--- src/rtl/fqs_pkg.sv ---
// fqs_pkg: shared constants, types and ring-index helpers for the fifo queue with search
// depends on nothing; used by fqs_ram users and by fifo_queue_with_search_unit
`timescale 1ns / 1ps

package fqs_pkg;

    // queue geometry
    localparam int DEPTH  = 16;
    localparam int AW     = (DEPTH > 1) ? $clog2(DEPTH) : 1;
    localparam int CW     = $clog2(DEPTH + 1);
    localparam int WORD_W = 32;
    localparam int MODE_W = 3;
    localparam int STAT_W = 2;
    localparam int POS_W  = 4;

    typedef logic [AW-1:0]     t_addr;
    typedef logic [CW-1:0]     t_cnt;
    typedef logic [WORD_W-1:0] t_word;
    typedef logic [MODE_W-1:0] t_mode;
    typedef logic [POS_W-1:0]  t_pos;

    // request codes
    localparam t_mode MODE_ENQ    = MODE_W'(0);
    localparam t_mode MODE_DEQ    = MODE_W'(1);
    localparam t_mode MODE_PEEKF  = MODE_W'(2);
    localparam t_mode MODE_PEEKR  = MODE_W'(3);
    localparam t_mode MODE_SEARCH = MODE_W'(4);

    // result status codes
    typedef enum logic [STAT_W-1:0] {
        ST_OK       = 2'd0,
        ST_EMPTY    = 2'd1,
        ST_FULL     = 2'd2,
        ST_NOTFOUND = 2'd3
    } t_status;

    // sequencer states
    typedef enum logic [1:0] {
        S_IDLE,
        S_READ,
        S_SCAN
    } t_state;

    // ring slot after a
    function automatic t_addr ring_next(input t_addr a);
        ring_next = (a == AW'(DEPTH - 1)) ? '0 : a + AW'(1);
    endfunction

    // ring slot before a
    function automatic t_addr ring_prev(input t_addr a);
        ring_prev = (a == '0) ? AW'(DEPTH - 1) : a - AW'(1);
    endfunction

endpackage

--- src/rtl/fqs_ram.sv ---
// fqs_ram: generic single-write, single-read memory with registered read data
// depends on nothing
`timescale 1ns / 1ps

module fqs_ram #(
    parameter int WIDTH = 32,
    parameter int DEPTH = 16
) (
    input  logic                                       i_clk,
    input  logic                                       i_wr_en,
    input  logic [((DEPTH > 1) ? $clog2(DEPTH) : 1)-1:0] i_wr_addr,
    input  logic [WIDTH-1:0]                           i_wr_data,
    input  logic [((DEPTH > 1) ? $clog2(DEPTH) : 1)-1:0] i_rd_addr,
    output logic [WIDTH-1:0]                           o_rd_data
);

    logic [WIDTH-1:0] r_mem [DEPTH];
    logic [WIDTH-1:0] r_rd_data;

    // write port and registered read port
    always_ff @(posedge i_clk) begin
        if (i_wr_en) begin
            r_mem[i_wr_addr] <= i_wr_data;
        end
        r_rd_data <= r_mem[i_rd_addr];
    end

    assign o_rd_data = r_rd_data;

endmodule

--- src/rtl/fifo_queue_with_search_unit.sv ---
// fifo_queue_with_search_unit: ring-buffer fifo of 32-bit words with a sequential key search
// depends on fqs_pkg and fqs_ram
//
//   channel   handshake          payload
//   request   start / busy       i_mode, i_value, i_key
//   result    o_valid (strobe)   o_status, o_data, o_position
//
// enqueue, unused codes and any request on an empty queue: result in the cycle after accept
// dequeue and peeks: one ram read; ram read register, then S_READ registers the result
// search: one entry per cycle through the single ram read port, comparing at most
//   occupancy entries (DEPTH worst case) in S_SCAN before the result is registered
// busy is high in S_READ and S_SCAN, low with the result strobe; results cannot be stalled
// synchronous active-low reset clears pointers and count; entries are not cleared
`timescale 1ns / 1ps

module fifo_queue_with_search_unit (
    input  logic                               i_clk,
    input  logic                               i_rst_n,
    input  logic                               start,
    output logic                               busy,
    input  fqs_pkg::t_mode                     i_mode,
    input  logic signed [fqs_pkg::WORD_W-1:0]  i_value,
    input  logic signed [fqs_pkg::WORD_W-1:0]  i_key,
    output logic                               o_valid,
    output logic [fqs_pkg::STAT_W-1:0]         o_status,
    output logic signed [fqs_pkg::WORD_W-1:0]  o_data,
    output logic [fqs_pkg::POS_W-1:0]          o_position
);

    import fqs_pkg::*;

    t_state  r_state, n_state;
    t_addr   r_head, n_head;
    t_addr   r_tail, n_tail;
    t_cnt    r_occ, n_occ;
    t_addr   r_ptr, n_ptr;
    t_cnt    r_cnt, n_cnt;
    t_word   r_key, n_key;
    logic    r_valid, n_valid;
    t_status r_status, n_status;
    t_word   r_data, n_data;
    t_pos    r_pos, n_pos;

    logic    wr_en;
    t_addr   rd_addr;
    t_word   rd_data;
    logic    accept;
    logic    full;
    logic    empty;

    assign accept = start && (r_state == S_IDLE);
    assign full   = (r_occ == CW'(DEPTH));
    assign empty  = (r_occ == '0);

    // entry storage
    fqs_ram #(
        .WIDTH(WORD_W),
        .DEPTH(DEPTH)
    ) u_ram (
        .i_clk    (i_clk),
        .i_wr_en  (wr_en),
        .i_wr_addr(r_tail),
        .i_wr_data(t_word'(i_value)),
        .i_rd_addr(rd_addr),
        .o_rd_data(rd_data)
    );

    // state and control registers
    always_ff @(posedge i_clk) begin
        if (!i_rst_n) begin
            r_state <= S_IDLE;
            r_head  <= '0;
            r_tail  <= '0;
            r_occ   <= '0;
            r_valid <= 1'b0;
        end else begin
            r_state <= n_state;
            r_head  <= n_head;
            r_tail  <= n_tail;
            r_occ   <= n_occ;
            r_valid <= n_valid;
        end
    end

    // payload registers
    always_ff @(posedge i_clk) begin
        r_ptr    <= n_ptr;
        r_cnt    <= n_cnt;
        r_key    <= n_key;
        r_status <= n_status;
        r_data   <= n_data;
        r_pos    <= n_pos;
    end

    // sequencer: next state, pointer updates, ram control and result
    always_comb begin
        n_state  = r_state;
        n_head   = r_head;
        n_tail   = r_tail;
        n_occ    = r_occ;
        n_ptr    = r_ptr;
        n_cnt    = r_cnt;
        n_key    = r_key;
        n_valid  = 1'b0;
        n_status = r_status;
        n_data   = r_data;
        n_pos    = r_pos;
        wr_en    = 1'b0;
        rd_addr  = r_head;

        case (r_state)
            S_IDLE: begin
                if (accept) begin
                    n_status = ST_OK;
                    n_data   = '0;
                    n_pos    = '0;
                    case (i_mode)
                        MODE_ENQ: begin
                            n_valid = 1'b1;
                            if (full) begin
                                n_status = ST_FULL;
                            end else begin
                                wr_en  = 1'b1;
                                n_tail = ring_next(r_tail);
                                n_occ  = r_occ + CW'(1);
                            end
                        end
                        MODE_DEQ, MODE_PEEKF, MODE_PEEKR: begin
                            if (empty) begin
                                n_valid  = 1'b1;
                                n_status = ST_EMPTY;
                            end else begin
                                n_state = S_READ;
                                if (i_mode == MODE_PEEKR) begin
                                    rd_addr = ring_prev(r_tail);
                                end
                                if (i_mode == MODE_DEQ) begin
                                    n_head = ring_next(r_head);
                                    n_occ  = r_occ - CW'(1);
                                end
                            end
                        end
                        MODE_SEARCH: begin
                            if (empty) begin
                                n_valid  = 1'b1;
                                n_status = ST_EMPTY;
                            end else begin
                                n_state = S_SCAN;
                                n_ptr   = r_head;
                                n_cnt   = '0;
                                n_key   = t_word'(i_key);
                            end
                        end
                        default: begin
                            n_valid = 1'b1;
                        end
                    endcase
                end
            end
            S_READ: begin
                // ram output holds the requested entry
                n_valid  = 1'b1;
                n_status = ST_OK;
                n_data   = rd_data;
                n_pos    = '0;
                n_state  = S_IDLE;
            end
            S_SCAN: begin
                // compare the entry at r_ptr while fetching the next one
                rd_addr = ring_next(r_ptr);
                n_ptr   = ring_next(r_ptr);
                n_cnt   = r_cnt + CW'(1);
                if (rd_data == r_key) begin
                    n_valid  = 1'b1;
                    n_status = ST_OK;
                    n_data   = rd_data;
                    n_pos    = t_pos'(r_cnt);
                    n_state  = S_IDLE;
                end else if ((r_cnt + CW'(1)) == r_occ) begin
                    n_valid  = 1'b1;
                    n_status = ST_NOTFOUND;
                    n_data   = '0;
                    n_pos    = '0;
                    n_state  = S_IDLE;
                end
            end
            default: begin
                n_state = S_IDLE;
            end
        endcase
    end

    assign busy       = (r_state != S_IDLE);
    assign o_valid    = r_valid;
    assign o_status   = r_status;
    assign o_data     = r_data;
    assign o_position = r_pos;

`ifndef SYNTH
    // count never exceeds the ring size
    a_occ_bound: assert property (@(posedge i_clk) disable iff (!i_rst_n)
        r_occ <= CW'(DEPTH))
        else $error("occupancy above depth");

    // a result is never shown while a request is still in progress
    a_valid_idle: assert property (@(posedge i_clk) disable iff (!i_rst_n)
        o_valid |-> !busy)
        else $error("result strobe while busy");

    // an accepted enqueue with room grows the queue by one
    a_enq_grow: assert property (@(posedge i_clk) disable iff (!i_rst_n)
        (start && !busy && i_mode == MODE_ENQ && !full) |=> (r_occ == $past(r_occ) + CW'(1)))
        else $error("enqueue did not grow occupancy");

    // the search offset stays inside the held entries
    a_scan_bound: assert property (@(posedge i_clk) disable iff (!i_rst_n)
        (r_state == S_SCAN) |-> (r_cnt < r_occ))
        else $error("search ran past occupancy");

    // every scan that ends is followed by a result strobe
    a_scan_exit: assert property (@(posedge i_clk) disable iff (!i_rst_n)
        (r_state == S_SCAN && n_state == S_IDLE) |=> o_valid)
        else $error("search ended without a result");
`endif

endmodule
--- config.mk ---
export PLATFORM = sky130hd
export DESIGN_NAME = fifo_queue_with_search_unit
export DESIGN_NICKNAME = d
export VERILOG_FILES = /design/src/rtl/fqs_pkg.sv /design/src/rtl/fqs_ram.sv /design/src/rtl/fifo_queue_with_search_unit.sv
export SDC_FILE = /design/constraint.sdc
export NUM_CORES = 1
export LEC_CHECK = 0
export BUFFER_PORTS_ARGS = -buffer_cell sky130_fd_sc_hd__buf_2
export CORE_MARGIN = 5
export CORE_UTILIZATION = 45
export CTS_BUF_LIST = sky130_fd_sc_hd__clkbuf_4
export DETAILED_ROUTE_END_ITERATION = 8
export SYNTH_ARGS = -nofsm -noshare
export SYNTH_HDL_FRONTEND = slang
export SYNTH_SLANG_ARGS = --single-unit
--- constraint.sdc ---
create_clock -name i_clk -period 4.48 [get_ports i_clk]
set_clock_uncertainty 0.15 [all_clocks]
set_input_delay 0 -clock i_clk [delete_from_list [all_inputs] [get_ports i_clk]]
set_output_delay 0 -clock i_clk [all_outputs]
set_load 0.01 [all_outputs]
==> summary.txt <==
Outcome
  – Status: completed

Logic synthesis
  – FF+latch count, synth: 639
  – Yosys cell types: 63
  – Post-Syn Area: 0.0273 mm^2
  – Post-synth top flop: edfxtp_1
  – Top cells by area, synth: edfxtp_1, mux2i_1, dfxtp_1, mux4_2, a2111oi_0
  – Yosys top cell by area: edfxtp_1
  – Most frequent cells after synthesis: edfxtp_1, inv_1, mux2i_1
  – Count leader, synth: edfxtp_1
  – Synth Area per Inst: 15.2 um^2
  – Async set-reset flop share out of synthesis: 0%
  – Synth Net Count: 1878
  – Post-synth EDFFs: 591
  – Cell count after synthesis: 1792
  – Seq/Total Area, Yosys: 68.5%
  – Share of the synthesized area in the top cell type: 65.0%
  – Yosys Warn Count: 0

Setup path
  – Worst EP arrival: 4590 ps
  – Crit start category: flip-flop
  – FF-to-FF End: u_ram.o_rd_data[18]
  – Worst r2r src: r_state[0]
  – Critical Path RT: 5200 ps
  – Kind of critical path: flip-flop to flip-flop
  – R2R depth: 10
  – Worst Path Max Fanout: 78
  – R2R Setup Slk: 610 ps
  – Critical path capture point type: flip-flop

Worst hold path
  – HP Start: i_key[15]
  – Hold path cells: 3
  – Hold WC Path Type: input port to flip-flop
  – Hold Path Sink: r_key[15]

Floorplan
  – Starting Density: 45.3%
  – Die Wd: 256 um
  – Num rows: 90
  – Core region area: 0.0602 mm^2
  – Num ports: 110
  – Die height: 256 um
  – Die area: 0.0657 mm^2

Layout
  – Fraction of layout cells with a size suffix above 1: 22.3%
  – Syn-to-layout area delta: 18.7%
  – Final nets: 2216
  – Fin util: 53.8%

GRT
  – Largest net degree at the start of global routing: 129
  – Vias in the first global route: 17268
  – First-pass GRT wire length: 105000 um
  – Initial antenna violation count: 2
  – GRT Total Usage: 21.0%
  – Gr ovfl total: 0

Clocking
  – CTS Buffer Depth: 3
  – CTS clk-pin slew, worst paths: 60 ps
  – Post_cts resized: 0
  – CTS tree: yes
  – Cts bufs inserted: 164
  – Cts hold-fix bufs: 147
  – Clock sink count: 639
  – Worst-Skew Late Latency: 1000 ps
  – Post-CTS Setup Inserts: 0
  – CTS Root Cell: clkbuf_4
  – H-tree levels: 4

STA
  – Max-slew violation count: 0
  – Measured slew at the worst slew-check pin: 967 ps
  – # setup viols final: 0
  – Max frequency: 0.258 GHz
  – Period utilization: 86.4%
  – Worst rel slew slack: 34.2%
  – Fin crit period: 3870 ps
  – RSZ-0062 raised after global routing: false
  – Setup TNS: 0 ps
  – Endpoints failing hold: 0

Power and ir drop
  – Leakage: 11.8 nW
  – Maximum VDD drop: 0.189 mV
  – Power per cell area: 383 mW/mm^2

Run
  – Max_cap viols: 0

Drt
  – DR DRC count: 0
  – Vias post-DR: 17201
  – Vias per inst: 5.64
  – Antenna-violating nets left: 0
  – Wire per inst: 23.0 um
  – Iter 0 DRT Violations: 1706
  – Final wirelength: 70100 um
  – Drt pass-1 iters: 5

Placement
  – Port bufs: 109
  – Final Wtd Congestion: 0.773
  – Post-DP HPWL: 37300 um
[logic make-up after synthesis]
logic type / synth area share, %
buf+inv: 4.84
compound gates: 12.3
fa+ha+maj: 0.761
xor+xnor: 1.67
flops: 68.5
simple gates: 4.26
mux: 7.70
[final cells by class]
cell class	instances	area (um^2)
antenna	4	10.0
inverter	139	522
fill	4955	27800
timing repair buffer	316	2550
multi-input combinational	870	7480
sequential	639	18700
tap	782	978
clock buffer	254	1910
clock inverter	48	246
[worst max path at each step]
stage                          start                  end  depth (start not counted)
after CTS                 r_state[0]  u_ram.o_rd_data[27]                          9
final                     r_state[0]  u_ram.o_rd_data[18]                         10
after global placement    r_state[0]  u_ram.o_rd_data[19]                          9
after detailed placement  r_state[0]  u_ram.o_rd_data[27]                          9
after global routing      r_state[1]  u_ram.o_rd_data[18]                         10
after floorplan           r_state[0]    u_ram.r_mem[3][0]                          8
[sequential cells by signal (all words and copies together), names as in the netlist, 5 cells and up]
| signal | count |
|---|---|
| o_data | 32 |
| r_cnt | 5 |
| r_key | 32 |
| r_occ | 5 |
| u_ram.o_rd_data | 32 |
| u_ram.r_mem | 512 |
[cell usage in the layout, fill, tap and decap left out, types with 4 or more instances in the layout]
master and instances:
nand2b_1 68, inv_2 7, a221oi_1 64, o221ai_1 32
dlygate4sd3_1 147, o211ai_1 64, xor2_1 40, buf_4 53
o21ai_0 9, a2111oi_0 64, and2_1 40, dfxtp_1 47
nand3_1 5, ha_1 15, a32oi_1 32, mux2i_1 134
nor2_1 27, clkinv_1 33, inv_1 138, nor2_4 13
nor3_2 4, nand2_1 20, clkinv_2 5, edfxtp_1 591
a21oi_1 70, clkbuf_4 254, nor3_1 4, nor4_1 9
mux4_2 32, diode_2 4, buf_12 7, a22o_1 64
buf_2 109, xnor2_1 12
[per-stage QoR]
stage / std cells / total power [mW] / instance area, um^2 / setup slack (ps) / hold slack, ps
floorplan: 1792 / 7.14 / 27300 / 162 / -51.1
global placement: 2599 / 7.39 / 28800 / 853 / 29.4
detailed placement: 2599 / 7.40 / 28800 / 694 / 28.1
CTS: 3048 / 12.6 / 32400 / 668 / 0.369
global route: 3049 / 12.9 / 32400 / 492 / 86.1
finish: 3052 / 12.4 / 32400 / 609 / 113
[power by group]
group	switching [mW]	leakage [nW]	total (mW)	internal, mW
Sequential	0.0704	5.76	6.68	6.61
Combinational	0.390	4.72	0.697	0.307
Clock	2.33	1.29	5.03	2.70
[per-layer routing]
layer	global-route usage, %	routed length, um
met1	28.1	29700
met2	33.1	33300
met3	5.27	5320
met4	8.56	1780
met5	0	0
[worst max-delay path, cell delays in order (launching register included)]
cell	delay [ps]
dfxtp_1	340
inv_1	100
ha_1	300
and3b_1	300
o2111a_4	460
mux2i_4	870
buf_12	400
buf_4	300
a21oi_1	60
a22o_1	190
o221ai_1	160
(Power assumes the default switching activity.)
